File: config.mk
export PLATFORM = sky130hd
export DESIGN_NAME = dxt_block_decoder_unit
export DESIGN_NICKNAME = d
export VERILOG_FILES = /design/src/rtl/dxt_pkg.sv /design/src/rtl/dxt_front.sv /design/src/rtl/dxt_queue.sv /design/src/rtl/dxt_back.sv /design/src/rtl/dxt_block_decoder_unit.sv
export VERILOG_INCLUDE_DIRS = /design/src /design/src/rtl
export SDC_FILE = /design/constraint.sdc
export NUM_CORES = 2
export LEC_CHECK = 0
export BUFFER_PORTS_ARGS = -buffer_cell sky130_fd_sc_hd__buf_2
export CAP_MARGIN = 15
export CORE_UTILIZATION = 40
export CTS_BUF_LIST = sky130_fd_sc_hd__clkbuf_16
export DETAILED_ROUTE_END_ITERATION = 8
export PLACE_DENSITY = 0.65
export SYNTH_ARGS = -nofsm -noshare
export SYNTH_HDL_FRONTEND = slang
export SYNTH_SLANG_ARGS = --single-unit
File: constraint.sdc
create_clock -name clk_i -period 13.61 [get_ports clk_i]
set_input_delay 0.6805 -clock clk_i [delete_from_list [all_inputs] [get_ports clk_i]]
set_output_delay 0.6805 -clock clk_i [all_outputs]
set_load 0.02 [all_outputs]
File: src/rtl/dxt_block_decoder_unit_macros.svh
// ----------------------------------------------------------------------------
// DXT block decoder assertion macros
// Concurrent assertion shorthands, empty when synthesized.
// ----------------------------------------------------------------------------
`ifndef DXT_BLOCK_DECODER_UNIT_MACROS_SVH
`define DXT_BLOCK_DECODER_UNIT_MACROS_SVH
`ifndef SYNTHESIS
// same-cycle implication
`define DXT_ASSERT_IMP(lbl, clk, rstn, ante, cons) \
  lbl: assert property (@(posedge clk) disable iff (!rstn) (ante) |-> (cons)) \
    else $error("dxt assertion failed");
// next-cycle implication
`define DXT_ASSERT_NXT(lbl, clk, rstn, ante, cons) \
  lbl: assert property (@(posedge clk) disable iff (!rstn) (ante) |=> (cons)) \
    else $error("dxt assertion failed");
`else
`define DXT_ASSERT_IMP(lbl, clk, rstn, ante, cons)
`define DXT_ASSERT_NXT(lbl, clk, rstn, ante, cons)
`endif
`endif

File: src/rtl/dxt_pkg.sv
// ----------------------------------------------------------------------------
// DXT decoder package
// Format codes, register indexes, job type, back-end states, divide helpers.
// ----------------------------------------------------------------------------
package dxt_pkg;

  localparam logic [2:0] FMT_DXT1 = 3'd0;
  localparam logic [2:0] FMT_DXT2 = 3'd1;
  localparam logic [2:0] FMT_DXT3 = 3'd2;
  localparam logic [2:0] FMT_DXT4 = 3'd3;
  localparam logic [2:0] FMT_DXT5 = 3'd4;

  localparam logic [1:0] REG_FORMAT = 2'd0;
  localparam logic [1:0] REG_WIDTH  = 2'd1;
  localparam logic [1:0] REG_HEIGHT = 2'd2;

  typedef struct packed {
    logic [63:0] color;
    logic [63:0] alpha;
    logic [2:0]  fmt;
    logic [13:0] px;
    logic [13:0] py;
    logic [2:0]  ncols;
    logic [2:0]  nrows;
    logic        final_blk;
  } job_t;

  typedef enum logic [2:0] {
    BK_IDLE,
    BK_EXPAND,
    BK_MIX,
    BK_TEXEL,
    BK_DIV,
    BK_EMIT
  } back_state_e;

  // c*255/31 via reciprocal
  function automatic logic [7:0] expand5(input logic [4:0] c);
    logic [26:0] prod;
    prod = 27'(c) * 27'(2156535);
    return prod[25:18];
  endfunction

  // c*255/63 via reciprocal
  function automatic logic [7:0] expand6(input logic [5:0] c);
    logic [28:0] prod;
    prod = 29'(c) * 29'(4244475);
    return prod[27:20];
  endfunction

  function automatic logic [7:0] div3(input logic [9:0] x);
    logic [19:0] prod;
    prod = 20'(x) * 20'(683);
    return prod[18:11];
  endfunction

  function automatic logic [7:0] div7(input logic [10:0] x);
    logic [22:0] prod;
    prod = 23'(x) * 23'(2341);
    return prod[21:14];
  endfunction

  function automatic logic [7:0] div5(input logic [10:0] x);
    logic [22:0] prod;
    prod = 23'(x) * 23'(3277);
    return prod[21:14];
  endfunction

endpackage

File: src/rtl/dxt_front.sv
// ----------------------------------------------------------------------------
// DXT front end
// Accepts block words, holds the alpha half, tracks block position, builds jobs.
// ----------------------------------------------------------------------------
module dxt_front #(
  parameter int MAX_DIM = 16384
) (
  input  logic               clk_i,
  input  logic               rst_ni,
  input  logic               in_valid_i,
  output logic               in_stall_o,
  input  logic [63:0]        block_word_i,
  input  logic [2:0]         fmt_i,
  input  logic [14:0]        width_i,
  input  logic [14:0]        height_i,
  input  logic               queue_full_i,
  output logic               push_o,
  output dxt_pkg::job_t      job_o
);

  localparam int DW = $clog2(MAX_DIM + 1);
  localparam int CW = DW - 1;
  localparam int PW = DW + 1;
  localparam int EW = ((DW > 15) ? DW : 15) + 1;

  logic [63:0]   alpha_q;
  logic          awaiting_q, awaiting_d;
  logic [CW-1:0] col_q, col_d, row_q, row_d;

  logic [2:0]    fmt;
  logic [EW-1:0] wx, hx;
  logic [DW-1:0] w, h;
  logic          wrap_c, wrap_r, wrap_c2, wrap_r2;
  logic [CW-1:0] col_n, row_t, row_n, col_inc, row_inc;
  logic [PW-1:0] bx, by, remw, remh;
  logic          accept, is_alpha;

  assign fmt = (fmt_i > dxt_pkg::FMT_DXT5) ? dxt_pkg::FMT_DXT1 : fmt_i;

  // saturate dimensions to 1..MAX_DIM
  assign wx = EW'(width_i);
  assign hx = EW'(height_i);
  assign w  = (wx == '0) ? DW'(1) : ((wx > EW'(MAX_DIM)) ? DW'(MAX_DIM) : wx[DW-1:0]);
  assign h  = (hx == '0) ? DW'(1) : ((hx > EW'(MAX_DIM)) ? DW'(MAX_DIM) : hx[DW-1:0]);

  // pull a position back inside the image
  assign wrap_c = {col_q, 2'b00} >= PW'(w);
  assign col_n  = wrap_c ? '0 : col_q;
  assign row_t  = wrap_c ? row_q + CW'(1) : row_q;
  assign wrap_r = {row_t, 2'b00} >= PW'(h);
  assign row_n  = wrap_r ? '0 : row_t;

  assign bx   = {col_n, 2'b00};
  assign by   = {row_n, 2'b00};
  assign remw = PW'(w) - bx;
  assign remh = PW'(h) - by;

  // advance in raster order
  assign col_inc = col_n + CW'(1);
  assign row_inc = row_n + CW'(1);
  assign wrap_c2 = {col_inc, 2'b00} >= PW'(w);
  assign wrap_r2 = {row_inc, 2'b00} >= PW'(h);

  assign in_stall_o = queue_full_i;
  assign accept     = in_valid_i && !in_stall_o;
  assign is_alpha   = (fmt != dxt_pkg::FMT_DXT1) && !awaiting_q;
  assign push_o     = accept && !is_alpha;

  always_comb begin
    awaiting_d = awaiting_q;
    col_d      = col_q;
    row_d      = row_q;
    if (accept) begin
      if (is_alpha) begin
        awaiting_d = 1'b1;
      end else begin
        awaiting_d = 1'b0;
        if (wrap_c2) begin
          col_d = '0;
          row_d = wrap_r2 ? '0 : row_inc;
        end else begin
          col_d = col_inc;
          row_d = row_n;
        end
      end
    end
  end

  always_comb begin
    job_o.color     = block_word_i;
    job_o.alpha     = alpha_q;
    job_o.fmt       = fmt;
    job_o.px        = bx[13:0];
    job_o.py        = by[13:0];
    job_o.ncols     = (remw >= PW'(4)) ? 3'd4 : remw[2:0];
    job_o.nrows     = (remh >= PW'(4)) ? 3'd4 : remh[2:0];
    job_o.final_blk = (remw <= PW'(4)) && (remh <= PW'(4));
  end

  always_ff @(posedge clk_i or negedge rst_ni) begin
    if (!rst_ni) begin
      awaiting_q <= 1'b0;
      col_q      <= '0;
      row_q      <= '0;
    end else begin
      awaiting_q <= awaiting_d;
      col_q      <= col_d;
      row_q      <= row_d;
    end
  end

  always_ff @(posedge clk_i) begin
    if (accept && is_alpha) begin
      alpha_q <= block_word_i;
    end
  end

endmodule

File: src/rtl/dxt_queue.sv
// ----------------------------------------------------------------------------
// DXT job queue
// Two-entry FIFO between the front and back ends.
// ----------------------------------------------------------------------------
module dxt_queue (
  input  logic          clk_i,
  input  logic          rst_ni,
  input  logic          push_i,
  input  dxt_pkg::job_t job_i,
  output logic          full_o,
  input  logic          pop_i,
  output logic          valid_o,
  output dxt_pkg::job_t job_o
);

  dxt_pkg::job_t mem_q [2];
  logic       wr_q, rd_q;
  logic [1:0] cnt_q;

  assign full_o  = (cnt_q == 2'd2);
  assign valid_o = (cnt_q != 2'd0);
  assign job_o   = mem_q[rd_q];

  always_ff @(posedge clk_i or negedge rst_ni) begin
    if (!rst_ni) begin
      wr_q  <= 1'b0;
      rd_q  <= 1'b0;
      cnt_q <= 2'd0;
    end else begin
      if (push_i) wr_q <= ~wr_q;
      if (pop_i) rd_q <= ~rd_q;
      if (push_i && !pop_i) begin
        cnt_q <= cnt_q + 2'd1;
      end else if (pop_i && !push_i) begin
        cnt_q <= cnt_q - 2'd1;
      end
    end
  end

  always_ff @(posedge clk_i) begin
    if (push_i) mem_q[wr_q] <= job_i;
  end

endmodule

File: src/rtl/dxt_back.sv
// ----------------------------------------------------------------------------
// DXT back end
// Builds palettes for one block and emits its texels, undoing premultiply.
// ----------------------------------------------------------------------------
module dxt_back (
  input  logic          clk_i,
  input  logic          rst_ni,
  input  logic          q_valid_i,
  output logic          q_pop_o,
  input  dxt_pkg::job_t job_i,
  output logic          out_valid_o,
  input  logic          out_stall_i,
  output logic [13:0]   pixel_x_o,
  output logic [13:0]   pixel_y_o,
  output logic [7:0]    red_o,
  output logic [7:0]    green_o,
  output logic [7:0]    blue_o,
  output logic [7:0]    alpha_o,
  output logic          last_of_block_o,
  output logic          last_of_image_o
);

  dxt_pkg::back_state_e state_q, state_d;
  dxt_pkg::job_t        job_q;

  logic [7:0] e0_q [3];
  logic [7:0] e1_q [3];
  logic       cut_q;
  logic [7:0] pal_q [4][3];
  logic [7:0] apal_q [8];
  logic [1:0] x_q, y_q;
  logic [2:0] cnt_q;

  logic [7:0] rem_q [3];
  logic [7:0] lo_q  [3];
  logic [7:0] quo_q [3];
  logic [2:0] sat_q, zero_q;

  logic [13:0] px_q, py_q;
  logic [7:0]  rgb_q [3];
  logic [7:0]  a_q;
  logic        lblk_q, limg_q;

  logic [3:0]  t;
  logic [31:0] sel;
  logic [1:0]  ci;
  logic [5:0]  aidx;
  logic [7:0]  tex_a;
  logic        premul, last_tex, div_done;
  logic [7:0]  a0, a1;
  logic [8:0]  r_try [3];
  logic        qbit [3];
  logic [7:0]  quo_nx [3];

  assign t        = {y_q, x_q};
  assign sel      = job_q.color[63:32];
  assign ci       = sel[{t, 1'b0} +: 2];
  assign aidx     = 6'd16 + 6'(t) * 6'd3;
  assign premul   = (job_q.fmt == dxt_pkg::FMT_DXT2) || (job_q.fmt == dxt_pkg::FMT_DXT4);
  assign last_tex = (({1'b0, x_q} + 3'd1) == job_q.ncols) &&
                    (({1'b0, y_q} + 3'd1) == job_q.nrows);
  assign div_done = (cnt_q == 3'd7);
  assign a0       = job_q.alpha[7:0];
  assign a1       = job_q.alpha[15:8];

  always_comb begin
    tex_a = ((ci == 2'd3) && cut_q) ? 8'd0 : 8'd255;
    if ((job_q.fmt == dxt_pkg::FMT_DXT2) || (job_q.fmt == dxt_pkg::FMT_DXT3)) begin
      tex_a = {2{job_q.alpha[{t, 2'b00} +: 4]}};
    end else if ((job_q.fmt == dxt_pkg::FMT_DXT4) || (job_q.fmt == dxt_pkg::FMT_DXT5)) begin
      tex_a = apal_q[job_q.alpha[aidx +: 3]];
    end
  end

  // one restoring step per channel
  always_comb begin
    for (int k = 0; k < 3; k++) begin
      r_try[k]  = {rem_q[k], lo_q[k][7]};
      qbit[k]   = r_try[k] >= {1'b0, a_q};
      quo_nx[k] = {quo_q[k][6:0], qbit[k]};
    end
  end

  always_comb begin
    state_d = state_q;
    q_pop_o = 1'b0;
    case (state_q)
      dxt_pkg::BK_IDLE: begin
        if (q_valid_i) begin
          q_pop_o = 1'b1;
          state_d = dxt_pkg::BK_EXPAND;
        end
      end
      dxt_pkg::BK_EXPAND: state_d = dxt_pkg::BK_MIX;
      dxt_pkg::BK_MIX:    state_d = dxt_pkg::BK_TEXEL;
      dxt_pkg::BK_TEXEL:  state_d = premul ? dxt_pkg::BK_DIV : dxt_pkg::BK_EMIT;
      dxt_pkg::BK_DIV: begin
        if (div_done) state_d = dxt_pkg::BK_EMIT;
      end
      dxt_pkg::BK_EMIT: begin
        if (!out_stall_i) begin
          state_d = last_tex ? dxt_pkg::BK_IDLE : dxt_pkg::BK_TEXEL;
        end
      end
      default: state_d = dxt_pkg::BK_IDLE;
    endcase
  end

  always_ff @(posedge clk_i or negedge rst_ni) begin
    if (!rst_ni) begin
      state_q <= dxt_pkg::BK_IDLE;
    end else begin
      state_q <= state_d;
    end
  end

  always_ff @(posedge clk_i) begin
    case (state_q)
      dxt_pkg::BK_IDLE: begin
        job_q <= job_i;
      end
      dxt_pkg::BK_EXPAND: begin
        e0_q[0] <= dxt_pkg::expand5(job_q.color[15:11]);
        e0_q[1] <= dxt_pkg::expand6(job_q.color[10:5]);
        e0_q[2] <= dxt_pkg::expand5(job_q.color[4:0]);
        e1_q[0] <= dxt_pkg::expand5(job_q.color[31:27]);
        e1_q[1] <= dxt_pkg::expand6(job_q.color[26:21]);
        e1_q[2] <= dxt_pkg::expand5(job_q.color[20:16]);
        cut_q   <= (job_q.fmt == dxt_pkg::FMT_DXT1) &&
                   (job_q.color[15:0] <= job_q.color[31:16]);
        x_q     <= 2'd0;
        y_q     <= 2'd0;
      end
      dxt_pkg::BK_MIX: begin
        for (int k = 0; k < 3; k++) begin
          pal_q[0][k] <= e0_q[k];
          pal_q[1][k] <= e1_q[k];
          if (cut_q) begin
            pal_q[2][k] <= 8'((9'(e0_q[k]) + 9'(e1_q[k])) >> 1);
            pal_q[3][k] <= 8'd0;
          end else begin
            pal_q[2][k] <= dxt_pkg::div3({e0_q[k], 1'b0} + 10'(e1_q[k]));
            pal_q[3][k] <= dxt_pkg::div3(10'(e0_q[k]) + {e1_q[k], 1'b0});
          end
        end
        apal_q[0] <= a0;
        apal_q[1] <= a1;
        if (a0 > a1) begin
          for (int i = 1; i <= 6; i++) begin
            apal_q[i+1] <= dxt_pkg::div7(11'(7 - i) * 11'(a0) + 11'(i) * 11'(a1));
          end
        end else begin
          for (int i = 1; i <= 4; i++) begin
            apal_q[i+1] <= dxt_pkg::div5(11'(5 - i) * 11'(a0) + 11'(i) * 11'(a1));
          end
          apal_q[6] <= 8'd0;
          apal_q[7] <= 8'd255;
        end
      end
      dxt_pkg::BK_TEXEL: begin
        px_q   <= job_q.px + 14'(x_q);
        py_q   <= job_q.py + 14'(y_q);
        a_q    <= tex_a;
        lblk_q <= last_tex;
        limg_q <= last_tex && job_q.final_blk;
        cnt_q  <= 3'd0;
        for (int k = 0; k < 3; k++) begin
          // dividend c*255 + a/2, top byte seeds the remainder
          logic [15:0] num;
          num       = {pal_q[ci][k], 8'd0} - 16'(pal_q[ci][k]) + 16'(tex_a >> 1);
          rgb_q[k]  <= pal_q[ci][k];
          rem_q[k]  <= num[15:8];
          lo_q[k]   <= num[7:0];
          quo_q[k]  <= 8'd0;
          sat_q[k]  <= pal_q[ci][k] >= tex_a;
          zero_q[k] <= (tex_a == 8'd0);
        end
      end
      dxt_pkg::BK_DIV: begin
        cnt_q <= cnt_q + 3'd1;
        for (int k = 0; k < 3; k++) begin
          rem_q[k] <= qbit[k] ? 8'(r_try[k] - {1'b0, a_q}) : r_try[k][7:0];
          lo_q[k]  <= {lo_q[k][6:0], 1'b0};
          quo_q[k] <= quo_nx[k];
          if (div_done) begin
            rgb_q[k] <= zero_q[k] ? 8'd0 : (sat_q[k] ? 8'd255 : quo_nx[k]);
          end
        end
      end
      dxt_pkg::BK_EMIT: begin
        if (!out_stall_i) begin
          if (x_q == 2'(job_q.ncols - 3'd1)) begin
            x_q <= 2'd0;
            y_q <= y_q + 2'd1;
          end else begin
            x_q <= x_q + 2'd1;
          end
        end
      end
      default: ;
    endcase
  end

  assign out_valid_o     = (state_q == dxt_pkg::BK_EMIT);
  assign pixel_x_o       = px_q;
  assign pixel_y_o       = py_q;
  assign red_o           = rgb_q[0];
  assign green_o         = rgb_q[1];
  assign blue_o          = rgb_q[2];
  assign alpha_o         = a_q;
  assign last_of_block_o = lblk_q;
  assign last_of_image_o = limg_q;

endmodule

File: src/rtl/dxt_block_decoder_unit.sv
// An accepted color word becomes a job in the queue; the back-end sequencer pops it,
// builds the palettes in EXPAND and MIX once per block, then gives each texel in TEXEL
// and EMIT (DXT2/DXT4 texels first pass the 8-step divider in DIV). EMIT holds while
// out_stall_i is high; the next job is popped only after the block's last texel.
// Alpha words of DXT2..DXT5 are held in the front end and give no texel.
// Reset (rst_ni low, async) clears the block position, the alpha flag, the queue and
// the registers to DXT1, 4 x 4 pixels.
// ----------------------------------------------------------------------------
// DXT block decoder unit
// BC1/BC2/BC3 texture block decoder: front end, job queue, texel back end.
// ----------------------------------------------------------------------------
`include "dxt_block_decoder_unit_macros.svh"

module dxt_block_decoder_unit #(
  parameter int MAX_DIM = 16384
) (
  input  logic        clk_i,
  input  logic        rst_ni,
  // configuration port
  input  logic        psel,
  input  logic        penable,
  input  logic        pwrite,
  input  logic [3:0]  paddr,
  input  logic [31:0] pwdata,
  output logic [31:0] prdata,
  output logic        pready,
  // block word channel
  input  logic        in_valid_i,
  output logic        in_stall_o,
  input  logic [63:0] block_word_i,
  // texel channel
  output logic        out_valid_o,
  input  logic        out_stall_i,
  output logic [13:0] pixel_x_o,
  output logic [13:0] pixel_y_o,
  output logic [7:0]  red_o,
  output logic [7:0]  green_o,
  output logic [7:0]  blue_o,
  output logic [7:0]  alpha_o,
  output logic        last_of_block_o,
  output logic        last_of_image_o
);

  logic [2:0]    format_q;
  logic [14:0]   width_q, height_q;
  logic          cfg_wr;

  logic          q_push, q_full, q_pop, q_valid;
  dxt_pkg::job_t job_front, job_back;

  // Register file: written at the access phase of a write transaction.
  assign pready = 1'b1;
  assign cfg_wr = psel && penable && pwrite && pready;

  always_ff @(posedge clk_i or negedge rst_ni) begin
    if (!rst_ni) begin
      format_q <= dxt_pkg::FMT_DXT1;
      width_q  <= 15'd4;
      height_q <= 15'd4;
    end else if (cfg_wr) begin
      case (paddr[3:2])
        dxt_pkg::REG_FORMAT: format_q <= pwdata[2:0];
        dxt_pkg::REG_WIDTH:  width_q  <= pwdata[14:0];
        dxt_pkg::REG_HEIGHT: height_q <= pwdata[14:0];
        default: ;
      endcase
    end
  end

  always_comb begin
    case (paddr[3:2])
      dxt_pkg::REG_FORMAT: prdata = 32'(format_q);
      dxt_pkg::REG_WIDTH:  prdata = 32'(width_q);
      dxt_pkg::REG_HEIGHT: prdata = 32'(height_q);
      default:             prdata = 32'd0;
    endcase
  end

  // Front: hold the alpha half, place the block, hand a job to the queue.
  dxt_front #(
    .MAX_DIM (MAX_DIM)
  ) u_front (
    .clk_i        (clk_i),
    .rst_ni       (rst_ni),
    .in_valid_i   (in_valid_i),
    .in_stall_o   (in_stall_o),
    .block_word_i (block_word_i),
    .fmt_i        (format_q),
    .width_i      (width_q),
    .height_i     (height_q),
    .queue_full_i (q_full),
    .push_o       (q_push),
    .job_o        (job_front)
  );

  // Two jobs of slack so the front keeps taking words while texels drain.
  dxt_queue u_queue (
    .clk_i   (clk_i),
    .rst_ni  (rst_ni),
    .push_i  (q_push),
    .job_i   (job_front),
    .full_o  (q_full),
    .pop_i   (q_pop),
    .valid_o (q_valid),
    .job_o   (job_back)
  );

  // Back: expand palettes, then walk texels in raster order within the block.
  dxt_back u_back (
    .clk_i           (clk_i),
    .rst_ni          (rst_ni),
    .q_valid_i       (q_valid),
    .q_pop_o         (q_pop),
    .job_i           (job_back),
    .out_valid_o     (out_valid_o),
    .out_stall_i     (out_stall_i),
    .pixel_x_o       (pixel_x_o),
    .pixel_y_o       (pixel_y_o),
    .red_o           (red_o),
    .green_o         (green_o),
    .blue_o          (blue_o),
    .alpha_o         (alpha_o),
    .last_of_block_o (last_of_block_o),
    .last_of_image_o (last_of_image_o)
  );

  // never push into a full queue
  `DXT_ASSERT_IMP(a_queue_no_overflow, clk_i, rst_ni, q_push, !q_full)
  // end of image only on the final texel of a block
  `DXT_ASSERT_IMP(a_image_end_on_block_end, clk_i, rst_ni, out_valid_o && last_of_image_o, last_of_block_o)
  // a freshly popped job needs palette setup before any texel shows
  `DXT_ASSERT_NXT(a_pop_then_setup, clk_i, rst_ni, q_pop, !out_valid_o)

endmodule
==> flow_results.org <==
** Clock network
- Clock buffers created by TritonCTS :: 105
- Number of gates resized after CTS :: 0
- Clock tree synthesis found a total of 970 sinks.
- CTS H-tree depth :: 3
- TritonCTS built the clock tree.
- Number of buffers inserted to repair setup after CTS :: 0
- In this run, post-CTS hold repair placed 0 buffers.
- Cell at the root of the clock tree :: clkbuf_16
- Clk slew on worst S/H paths :: 0.06 ns
- Clock latency at the later pin of the worst-skew pair :: 0.78 ns
- Maximum root-to-sink buffer count :: 3

** Placement
- Worst slack at placement :: 4.167 ns
- Routability-driven placement finished with a final weighted congestion of 0.9135.
- IO Port Bufs :: 166
- Detailed placement ended at an HPWL of 149,200 um.

** Setup path
- The worst register-to-register path begins at width_q[14].
- By instance count, the cell type seen most on the critical path is ha_1.
- The most critical setup path has its startpoint at width_q[14].
- STA puts the critical path data required time at 14.31 ns.
- Buffering stage count on the worst path with inverters included :: 2
- Peak fanout along the critical path :: 26
- The worst setup path is captured at a flip-flop.
- Kind of cell adding the most delay to the critical path :: compound AO/OA/AOI/OAI gates
- Critical setup path kind :: reg -> reg
- In this design, the stage delay of the slowest critical-path cell is 0.75 ns.
- Critical path launch point type :: flip-flop
- The slowest stage of the critical path belongs to the cell a21oi_1.
- Data arrival time of the critical path :: 10.36 ns

** Global routing
- Antenna violations before repair :: 23
- For this run, the total global-route usage over all layers was measured as 0.1847.
- For this run the aggregate overflow at the end of global routing stands at 0.
- The via count of the first global-routing pass came to 55.90k.
- First-pass GRT wire length :: 307,100 um
- Pin count of the biggest net entering global routing :: 73

** STA
- The worst pin sits at a relative slew slack of 0.2468.
- Setup violations remaining at the end of the flow were counted as 0.
- Setup repair after global routing left no endpoint under its margin.
- Highest achievable clock rate :: 0.1035 GHz
- At the pin with the least slew margin, the transition time is 1.128 ns.
- Final hold analysis gives a worst-case slack of 0.05996 ns.
- Setup TNS :: 0 ns
- The number of pins with negative max-slew slack in the final report is 0.
- Layout Skew :: 0.09564 ns
- The hold violation count in the final report came to 0.
- The worst path needs 9.662 ns of the cycle, external delays included.
- Crit share post-route :: 0.7099
- Across all setup checks in the final design, the least slack found is 3.948 ns.

** Die
- Effective utilization at floorplan :: 0.4024
- The initialized floorplan defines 167 standard-cell rows.
- For this design the top-level I/O count stands at 204.
- The die is 458.4 um wide.
- Chip height :: 458.4 um
- The die covers 0.2102 sq mm.
- Core outline area :: 0.2071 sq mm

** Route
- Antenna violation net count after detailed routing :: 0
- Starting DRC count in detailed routing :: 2,659
- Vias/cell :: 5.258
- Number of vias after detailed routing :: 53.37k
- Average wire length per cell after detail routing :: 19.05 um
- Length of the first detailed-routing pass in iterations :: 6
- After detailed routing, the number of remaining DRC violations is 0.
- DRT Wirelength :: 193,300 um

** Yosys
- The Yosys step of the flow raised 0 warnings.
- Instance count of the mapped netlist :: 7,066
- Yosys mapped a number of flops with a built-in enable equal to 901.
- Of the post-synthesis cell area, the dominant cell type holds 0.3247.
- In this run, synthesis produced a sequential element count of 970.
- By area the synthesized netlist is led by edfxtp_1, ha_1, fa_1, inv_1, xnor2_1.
- Number of different library cells in the post-synthesis netlist :: 84
- Summed instance area of the synthesized netlist :: 0.08333 sq mm
- By instance count, the leading cell after synthesis is ha_1.
- Cell taking the most area after synthesis :: edfxtp_1
- For this run, asynchronously set or reset flops after synthesis account for 0.07113.
- Average instance area after synthesis :: 11.79 sq um
- Seq/Total Area, Yosys :: 0.3454
- Counting instances in the post-synthesis netlist gives the leading cell types as ha_1, inv_1, edfxtp_1.
- Most used flip-flop cell after synthesis :: edfxtp_1

** Flow run
- Max-cap violations :: 0

** Min path
- In this run the worst hold path is classified as in -> async.

** Finish
- The final layout contains 9,402 nets.
- Fraction of final layout cells sized beyond drive strength 1 :: 0.09969
- From synthesis to final layout, the design area changed by 9.393%.
- Filler cells :: 18.98k

** Run status
- The flow ran to the end, and the final reports show no timing, DRC or antenna violations.
placed cells by master (no fill, tap or decap), drive strengths merged, types with 18 or more instances in the layout:
master | synthesis | layout
nor2b | 78 | 78
mux4 | 94 | 94
buf | 58 | 220
conb | 2 | 18
nand4 | 40 | 40
mux2i | 90 | 90
and2 | 30 | 30
a21oi | 300 | 300
mux2 | 206 | 206
clkbuf | 85 | 105
nand2 | 291 | 291
nand2b | 57 | 57
nor2 | 300 | 300
o31ai | 51 | 51
nor4 | 18 | 18
a211oi | 22 | 22
o21bai | 75 | 75
a31oi | 23 | 23
and3 | 45 | 45
nor3 | 67 | 67
or3 | 22 | 22
o21ai | 208 | 208
a21o | 141 | 141
xnor2 | 301 | 301
inv | 981 | 1003
ha | 1537 | 1537
clkinv | 1 | 46
o21a | 62 | 62
xor2 | 111 | 111
edfxtp | 901 | 901
fa | 492 | 492
nand3 | 68 | 68
dfrtp | 67 | 67
a21boi | 19 | 19
metal layers:
layer	vias up	track usage	part of all wire	wire length, um
met5	-	0	0.00054	105
met4	16	0.04848	0.026	5004
met3	275	0.02522	0.043	8313
met2	1005	0.3203	0.48	93500
met1	26520	0.2408	0.45	86400
li1	25550	-	-	-
cell type report:
cell class                      count  area (sq um)  share of cell area
Sequential cell                   970         28790              0.3158
Clock inverter                     89         973.4             0.01068
Timing Repair Buffer              220          1262             0.01385
Tap cell                         2788          3488             0.03827
Inverter                          982          3686             0.04043
Multi-Input combinational cell   4987         50310              0.5519
Clock buffer                      105          2628             0.02882
Antenna cell                        8         20.02           0.0002196
flip-flops by register name (all words and copies together) (netlist names), 14 cells and up:
register          cells
height_q             15
u_queue.mem_q       324
u_back.pixel_y_o     14
u_back.apal_q        64
u_back.job_q        146
u_front.alpha_q      64
u_back.lo_q          24
width_q              15
u_back.e0_q          24
u_back.e1_q          24
u_back.quo_q         21
u_back.pixel_x_o     14
u_back.rem_q         24
u_back.rgb_q         24
u_front.row_q        14
u_front.col_q        14
u_back.pal_q         96
per-stage QoR:
step                      cell area, sq um    util  instances
after floorplan                      83400       -       7082
after global placement               87500  0.4226       9945
after detailed placement             87500  0.4226       9945
after CTS                            91100  0.4400      10140
after global routing                 91140  0.4401      10140
final                                91160  0.4402      10150
cell families (layout without fill, tap and decap cells):
logic type | Yosys count | in the layout | synth area share
AOI/OAI and AO/OA | 1060 | 1060 | 0.08238
other | 2 | 26 | 0.00009012
buffers and inverters | 1125 | 1396 | 0.05284
xor gates and xnor gates | 412 | 412 | 0.04330
DFF | 970 | 970 | 0.3454
muxes | 390 | 390 | 0.06441
and+or+nand+nor | 1078 | 1078 | 0.06259
adders and majority gates | 2029 | 2029 | 0.3490
worst paths after layout:
check / slack (ns) / cells after the start / endpoint
max: 3.95 / 30 / u_front.row_q[12]
min: 0.06 / 1 / height_q[10]
max reg2reg: 3.95 / 30 / u_front.row_q[12]
min reg2reg: 0.42 / 0 / u_back.pixel_x_o[3]
max in group asynchronous: 12.74 / 1 / u_queue.rd_q
min in group clk_i: 0.11 / 1 / u_queue.mem_q[0][128]
Power is not shown: default switching activity piles up to over one toggle a cycle in this logic, so the estimate is an artifact.
